[src/rtl/core/dnr_pkg.sv]
package dnr_pkg;

    // byte codes
    localparam logic [7:0] CHAR_NUL   = 8'h00;
    localparam logic [7:0] CHAR_PLUS  = 8'h2B;
    localparam logic [7:0] CHAR_MINUS = 8'h2D;
    localparam logic [7:0] CHAR_POINT = 8'h2E;
    localparam logic [7:0] CHAR_ZERO  = 8'h30;
    localparam logic [7:0] CHAR_NINE  = 8'h39;
    localparam logic [7:0] CHAR_EXP_U = 8'h45;
    localparam logic [7:0] CHAR_EXP_L = 8'h65;

    // default depth of the queue between front and back
    localparam int QUEUE_DEPTH = 2;

    typedef enum logic [2:0] {
        CLS_NUL   = 3'd0,
        CLS_SIGN  = 3'd1,
        CLS_DIGIT = 3'd2,
        CLS_POINT = 3'd3,
        CLS_EXP   = 3'd4,
        CLS_OTHER = 3'd5
    } char_class_t;

    typedef struct packed {
        char_class_t cls;
        logic        last;
    } dnr_entry_t;

endpackage

[src/rtl/core/dnr_front.sv]
module dnr_front
    import dnr_pkg::*;
(
    input  logic       in_valid,
    output logic       in_ready,
    input  logic [7:0] char_in,
    input  logic       last,
    output logic       push_valid,
    input  logic       push_ready,
    output dnr_entry_t push_data
);

    function automatic char_class_t classify(input logic [7:0] c);
        char_class_t r;
        r = CLS_OTHER;
        if (c == CHAR_NUL) r = CLS_NUL;
        else if (c == CHAR_PLUS || c == CHAR_MINUS) r = CLS_SIGN;
        else if (c >= CHAR_ZERO && c <= CHAR_NINE) r = CLS_DIGIT;
        else if (c == CHAR_POINT) r = CLS_POINT;
        else if (c == CHAR_EXP_U || c == CHAR_EXP_L) r = CLS_EXP;
        return r;
    endfunction

    assign push_valid     = in_valid;
    assign in_ready       = push_ready;
    assign push_data.cls  = classify(char_in);
    assign push_data.last = last;

endmodule

[src/rtl/core/dnr_queue.sv]
module dnr_queue
    import dnr_pkg::*;
#(
    parameter int DEPTH = QUEUE_DEPTH
)
(
    input  logic       clk,
    input  logic       rst_n,
    input  logic       push_valid,
    output logic       push_ready,
    input  dnr_entry_t push_data,
    output logic       pop_valid,
    input  logic       pop_ready,
    output dnr_entry_t pop_data
);

    localparam int PTR_W = $clog2(DEPTH);
    localparam int CNT_W = $clog2(DEPTH + 1);
    localparam logic [PTR_W-1:0] PTR_LAST = PTR_W'(DEPTH - 1);
    localparam logic [CNT_W-1:0] CNT_FULL = CNT_W'(DEPTH);

    dnr_entry_t       slot_reg [DEPTH];
    logic [PTR_W-1:0] wr_ptr_reg, wr_ptr_next;
    logic [PTR_W-1:0] rd_ptr_reg, rd_ptr_next;
    logic [CNT_W-1:0] cnt_reg, cnt_next;
    logic             push, pop;

    assign push_ready = (cnt_reg != CNT_FULL);
    assign pop_valid  = (cnt_reg != '0);
    assign push       = push_valid && push_ready;
    assign pop        = pop_valid && pop_ready;
    assign pop_data   = slot_reg[rd_ptr_reg];

    always_comb
    begin
        wr_ptr_next = wr_ptr_reg;
        rd_ptr_next = rd_ptr_reg;
        cnt_next    = cnt_reg;
        if (push)
        begin
            wr_ptr_next = (wr_ptr_reg == PTR_LAST) ? '0 : wr_ptr_reg + 1'b1;
        end
        if (pop)
        begin
            rd_ptr_next = (rd_ptr_reg == PTR_LAST) ? '0 : rd_ptr_reg + 1'b1;
        end
        if (push && !pop)
        begin
            cnt_next = cnt_reg + 1'b1;
        end
        else if (pop && !push)
        begin
            cnt_next = cnt_reg - 1'b1;
        end
    end

    always_ff @(posedge clk or negedge rst_n)
    begin
        if (!rst_n)
        begin
            wr_ptr_reg <= '0;
            rd_ptr_reg <= '0;
            cnt_reg    <= '0;
        end
        else
        begin
            wr_ptr_reg <= wr_ptr_next;
            rd_ptr_reg <= rd_ptr_next;
            cnt_reg    <= cnt_next;
        end
    end

    always_ff @(posedge clk)
    begin
        if (push)
        begin
            slot_reg[wr_ptr_reg] <= push_data;
        end
    end

endmodule

[src/rtl/core/dnr_back.sv]
module dnr_back
    import dnr_pkg::*;
(
    input  logic       clk,
    input  logic       rst_n,
    input  logic       pop_valid,
    output logic       pop_ready,
    input  dnr_entry_t pop_data,
    output logic       out_valid,
    input  logic       out_ready,
    output logic       is_valid
);

    typedef enum logic [8:0] {
        ST_START    = 9'b000000001,
        ST_SIGN     = 9'b000000010,
        ST_INT      = 9'b000000100,
        ST_DOT_ONLY = 9'b000001000,
        ST_FRAC     = 9'b000010000,
        ST_EXP      = 9'b000100000,
        ST_EXP_SIGN = 9'b001000000,
        ST_EXP_DIG  = 9'b010000000,
        ST_REJECT   = 9'b100000000
    } parse_state_t;

    parse_state_t state_reg, state_next, stepped;
    logic         term_reg, term_next;
    logic         out_valid_reg, out_valid_next;
    logic         is_valid_reg, is_valid_next;
    logic         pop;

    function automatic parse_state_t step(input parse_state_t st, input char_class_t cls);
        parse_state_t r;
        r = ST_REJECT;
        unique case (st)
            ST_START:
            begin
                if (cls == CLS_SIGN) r = ST_SIGN;
                else if (cls == CLS_DIGIT) r = ST_INT;
                else if (cls == CLS_POINT) r = ST_DOT_ONLY;
            end
            ST_SIGN:
            begin
                if (cls == CLS_DIGIT) r = ST_INT;
                else if (cls == CLS_POINT) r = ST_DOT_ONLY;
            end
            ST_INT:
            begin
                if (cls == CLS_DIGIT) r = ST_INT;
                else if (cls == CLS_POINT) r = ST_FRAC;
                else if (cls == CLS_EXP) r = ST_EXP;
            end
            ST_DOT_ONLY:
            begin
                if (cls == CLS_DIGIT) r = ST_FRAC;
            end
            ST_FRAC:
            begin
                if (cls == CLS_DIGIT) r = ST_FRAC;
                else if (cls == CLS_EXP) r = ST_EXP;
            end
            ST_EXP:
            begin
                if (cls == CLS_SIGN) r = ST_EXP_SIGN;
                else if (cls == CLS_DIGIT) r = ST_EXP_DIG;
            end
            ST_EXP_SIGN, ST_EXP_DIG:
            begin
                if (cls == CLS_DIGIT) r = ST_EXP_DIG;
            end
            default: r = ST_REJECT;
        endcase
        return r;
    endfunction

    // a non-final byte never needs the output register
    assign pop_ready = !pop_data.last || !out_valid_reg || out_ready;
    assign pop       = pop_valid && pop_ready;
    assign out_valid = out_valid_reg;
    assign is_valid  = is_valid_reg;

    always_comb
    begin
        stepped = state_reg;
        if (!term_reg && pop_data.cls != CLS_NUL)
        begin
            stepped = step(state_reg, pop_data.cls);
        end
    end

    always_comb
    begin
        state_next     = state_reg;
        term_next      = term_reg;
        out_valid_next = out_valid_reg && !out_ready;
        is_valid_next  = is_valid_reg;
        if (pop)
        begin
            if (pop_data.last)
            begin
                state_next     = ST_START;
                term_next      = 1'b0;
                out_valid_next = 1'b1;
                is_valid_next  = (stepped == ST_INT) || (stepped == ST_FRAC)
                                 || (stepped == ST_EXP_DIG);
            end
            else
            begin
                state_next = stepped;
                term_next  = term_reg || (pop_data.cls == CLS_NUL);
            end
        end
    end

    always_ff @(posedge clk or negedge rst_n)
    begin
        if (!rst_n)
        begin
            state_reg     <= ST_START;
            term_reg      <= 1'b0;
            out_valid_reg <= 1'b0;
        end
        else
        begin
            state_reg     <= state_next;
            term_reg      <= term_next;
            out_valid_reg <= out_valid_next;
        end
    end

    always_ff @(posedge clk)
    begin
        is_valid_reg <= is_valid_next;
    end

endmodule

[src/rtl/core/decimal_number_recognizer.sv]
// decimal number recognizer: a string comes in one byte per transaction, its final byte
// flagged by last, and one verdict transaction (is_valid) leaves per string, valid for an
// optional sign, digits with at most one point (at least one digit before any exponent) and
// an optional exponent e/E, optional sign, one or more digits; a zero byte ends the string
// early and the bytes after it up to last are ignored. one byte is taken every cycle while
// the queue has room; the single-state-register parse loop in the back end sets that rate.
// the last byte passes through the queue and then sets the verdict register. a stalled
// verdict does not stop the next string's bytes until its final byte reaches the back end;
// that byte then waits at the head of the DEPTH-entry queue, and input stops once it is full.
module decimal_number_recognizer
    import dnr_pkg::*;
#(
    parameter int DEPTH = QUEUE_DEPTH
)
(
    input  logic       clk,
    input  logic       rst_n,
    input  logic       in_valid,
    output logic       in_ready,
    input  logic [7:0] char_in,
    input  logic       last,
    output logic       out_valid,
    input  logic       out_ready,
    output logic       is_valid
);

    // front to queue
    logic       push_valid;
    logic       push_ready;
    dnr_entry_t push_data;

    // queue to back
    logic       pop_valid;
    logic       pop_ready;
    dnr_entry_t pop_data;

    // front: classifies each byte into a small character class
    dnr_front u_front
    (
        .in_valid   (in_valid),
        .in_ready   (in_ready),
        .char_in    (char_in),
        .last       (last),
        .push_valid (push_valid),
        .push_ready (push_ready),
        .push_data  (push_data)
    );

    // queue decouples a stalled verdict from the byte stream
    dnr_queue #(
        .DEPTH (DEPTH)
    ) u_queue
    (
        .clk        (clk),
        .rst_n      (rst_n),
        .push_valid (push_valid),
        .push_ready (push_ready),
        .push_data  (push_data),
        .pop_valid  (pop_valid),
        .pop_ready  (pop_ready),
        .pop_data   (pop_data)
    );

    // back: parse state machine and the verdict register
    dnr_back u_back
    (
        .clk       (clk),
        .rst_n     (rst_n),
        .pop_valid (pop_valid),
        .pop_ready (pop_ready),
        .pop_data  (pop_data),
        .out_valid (out_valid),
        .out_ready (out_ready),
        .is_valid  (is_valid)
    );

endmodule

[config.mk]
export PLATFORM = sky130hd
export DESIGN_NAME = decimal_number_recognizer
export DESIGN_NICKNAME = d
export VERILOG_FILES = /design/src/rtl/core/dnr_pkg.sv /design/src/rtl/core/dnr_front.sv /design/src/rtl/core/dnr_queue.sv /design/src/rtl/core/dnr_back.sv /design/src/rtl/core/decimal_number_recognizer.sv
export SDC_FILE = /design/constraint.sdc
export NUM_CORES = 1
export LEC_CHECK = 0
export BUFFER_PORTS_ARGS = -buffer_cell sky130_fd_sc_hd__buf_4
export CAP_MARGIN = 0
export CORE_MARGIN = 8
export CORE_UTILIZATION = 39
export CTS_BUF_LIST = sky130_fd_sc_hd__clkbuf_16
export DETAILED_ROUTE_END_ITERATION = 10
export PLACE_DENSITY = 0.54
export SETUP_SLACK_MARGIN = 0.02
export SYNTH_ARGS = -nofsm -noshare
export SYNTH_HDL_FRONTEND = slang
export SYNTH_SLANG_ARGS = --single-unit
[constraint.sdc]
create_clock -name clk -period 2.4 [get_ports clk]
set_input_delay 0.48 -clock clk [delete_from_list [all_inputs] [get_ports clk]]
set_output_delay 0.48 -clock clk [all_outputs]
set_load 0.02 [all_outputs]
==> run_results.csv <==
group,metric,value,unit
outcome,status,"finished, final reports clean",
sta,min_period,2.21,ns
hold_path,hp-class,"in2async",
sta,fin_setup_tns,0,ns
critical_path,cp_launch_type,"register",
place,port_buffers,15,
route,drtAntennaViolNets,0,
run,max_cap_viol_count,0,
floorplanning,placeableCoreArea,3720,um^2
logic_synthesis,synth_sequential_area_ratio,42.2,%
finish,largest_register_ff_count,9,
route,vias,1336,
logic_synthesis,ys_ff_latch,24,
power_and_ir_drop,power.ir.vdd_worst,738,uV
floorplanning,die_area,6190,um^2
sta,final_max_slew_viol_count,0,
place,gp_routability_congestion,0.905,
logic_synthesis,synth_flop_cell,"sky130_fd_sc_hd__dfrtp_1",
critical_path,path_length_in_cells_of_the_critical_path,8,
critical_path,path_delay_family,"simple AND/OR/NAND/NOR gates",
sta,fin_worst_skew,0.00225,ns
global_route,global_route.usage.total,12.7,%
finish,nets,193,
finish,final_cell_count_no_fill,226,
critical_path,path_common_cell,"sky130_fd_sc_hd__buf_4",
finish,layout-drive-gt1-share,23.0,%
sta,setup_viol,0,
logic_synthesis,syn_avg_cell_area,9.95,um^2
route,drtPass1Iterations,4,
route,drcViolationCount,0,
floorplanning,floorplan.initialDensity,41.2,%
critical_path,worstPathArrival,2.21,ns
place,placement_stage_cell_area,1750,um^2
critical_path,cpPeakStageDelay,0.46,ns
clock_network,clk_path_buf_depth,2,
floorplanning,io_pins,16,
route,routed_via_density,5.91,
sta,slew-limit-headroom,63.3,%
floorplanning,rows,22,
power_and_ir_drop,power_per_unit_of_standard_cell_area,1050,nW/um^2
finish,final_common_cell,"sky130_fd_sc_hd__buf_4",
place,number_of_instances_in_the_placed_design,221,
global_route,globalRoute.totalOverflow,0,
floorplanning,chipWidth,78.7,um
global_route,maximum_number_of_pins_on_one_net_before_global_route_repair,17,
floorplanning,die_h,78.7,um
global_route,antenna_found_initial,0,
critical_path,crit_path_top_delay_cell,"sky130_fd_sc_hd__dfrtp_2",
finish,antenna_cells_inserted,0,
power_and_ir_drop,power.static_leakage,0.734,nW
logic_synthesis,synth_cell_types,52,
finish,post_route_design_area,1860,um^2
place,dp_hpwl,2.89,mm
route,finalWirelength,3.75,mm
critical_path,path_cells,"buf_4, nor4b_1, buf_4, or3_1, a32o_1, xor2_1, mux2i_1, nor3_2",
sta,grt_setup_unrepaired,"no",
global_route,grt_first_pass_wirelength,6.42,mm
logic_synthesis,asyncSetResetFlopFracSynth,62.5,%
finish,layout.cells.most_common_list,"24 x sky130_fd_sc_hd__buf_4, 13 x sky130_fd_sc_hd__dfrtp_1, 10 x sky130_fd_sc_hd__nor2_1, 9 x sky130_fd_sc_hd__edfxtp_1",
logic_synthesis,postSynthCellCount,154,
finish,area.growth.synth_to_final,21.1,%
clock_network,cts_tree,"done",
clock_network,clock_latency,0.25,ns
route,detail_route.iter0.violations,91,
sta,timing.fmax,0.453,GHz
clock_network,clk_root_buffer_cell,"sky130_fd_sc_hd__clkbuf_16",
critical_path,maximum_fanout_along_the_worst_path,10,
critical_path,endpoint_kind,"register",
critical_path,cp.required,2.40,ns
logic_synthesis,synth-edff-count,9,
clock_network,tritoncts_num_sinks,24,
global_route,first_global_vias,1346,
sta,final.period_utilization,92.0,%
sta,worst-slew-pin-transition,0.546,ns
logic_synthesis,post_syn_nets,168,
clock_network,tritoncts_buffer_count,3,
sta,timing_hold_violations_final,0,
logic_synthesis,syn_area,1530,um^2
clock_network,cts_max_level,1,
logic_synthesis,yosysWarningCount,0,
clock_network,hold_buffers,0,
critical_path,r2r.worst_path.cells,8,
power_and_ir_drop,design_power_total,1.94,mW
clock_network,clkTransAtPathRegs,0.06,ns
critical_path,critical_path_buf_inv_count,2,
route,route.detailed.wl_per_inst,16.6,um
critical_path,criticalPathCategory,"reg2reg",
[cell type report]
| class | instances | area, um^2 |
|---|---|---|
| Clock inverter | 1 | 3.75 |
| Timing Repair Buffer | 24 | 180 |
| Inverter | 3 | 11.3 |
| Sequential cell | 24 | 648 |
| Tap cell | 48 | 60.1 |
| Fill cell | 356 | 1860 |
| Multi-Input combinational cell | 123 | 877 |
| Clock buffer | 3 | 75.1 |
[per-stage QoR]
stage	setup slack, ns	util, %	hold slack, ns
floorplan	0.303	-	0.184
global placement	0.136	47.0	0.351
detailed placement	0.122	47.0	0.354
CTS	0.106	49.1	0.0804
global route	0.0323	49.9	0.0821
finish	0.191	49.9	0.0756
[worst reg2reg max path, stage by stage (launching register included)]
cell,delay (ns)
sky130_fd_sc_hd__dfrtp_2,0.46
sky130_fd_sc_hd__buf_4,0.15
sky130_fd_sc_hd__nor4b_1,0.13
sky130_fd_sc_hd__buf_4,0.14
sky130_fd_sc_hd__or3_1,0.42
sky130_fd_sc_hd__a32o_1,0.28
sky130_fd_sc_hd__xor2_1,0.15
sky130_fd_sc_hd__mux2i_1,0.16
sky130_fd_sc_hd__nor3_2,0.07
[Yosys cell counts, drive strengths merged (4+ instances only)]
cell,number,area share [%]
nand2b,5,2.0
xor2,4,2.3
o31ai,4,2.0
dfrtp,14,23
xnor2,5,2.9
nand3b,4,2.0
nor3,7,2.9
a21oi,7,2.3
nor4,5,2.0
nor2,10,2.4
nand2,8,2.0
a22o,8,4.6
nor2b,5,2.0
edfxtp,9,18
o21ai,9,2.9
[cells by family (layout without fill, tap and decap cells)]
logic type	after synthesis	after routing	synth area share, %
DFF	24	24	42.2
buffers and inverters	7	31	1.96
AOI/OAI and AO/OA	49	49	23.6
adders and majority gates	1	1	0.816
muxes	3	3	2.04
xor gates and xnor gates	9	9	5.14
and+or+nand+nor	61	61	24.2
[timing repair]
item                                    CTS  global route
setup buffers                             0             1
endpoints found under the setup margin    0             1
resized for setup                         0             5
[per-layer routing]
layer | part of all wire (%) | vias to the layer above | track usage [%]
li1 | - | 651 | -
met1 | 48 | 644 | 16.8
met2 | 47 | 37 | 19.7
met3 | 3.6 | 4 | 1.80
met4 | 1.5 | 0 | 6.30
met5 | 0 | - | 0
[power by group]
part / total (mW) / switching, mW / internal, mW
Sequential: 0.686 / 0.129 / 0.557
Clock: 0.355 / 0.132 / 0.223
Combinational: 0.900 / 0.504 / 0.396
Total: 1.94 / 0.764 / 1.18
[final timing paths]
kind | start | end | slack, ns
setup / recovery | u_queue.rd_ptr_reg | u_back.is_valid | 0.19
setup reg to reg | u_queue.rd_ptr_reg | u_back.is_valid | 0.19
hold reg to reg | u_queue.wr_ptr_reg | u_queue.wr_ptr_reg | 0.50
hold / removal | rst_n | u_back.state_reg[4] | 0.08
min in group clk | last | u_queue.slot_reg[1][0] | 0.41
max in group asynchronous | rst_n | u_back.state_reg[0] | 2.08
No activity file was read; power rests on OpenSTA's default activity.
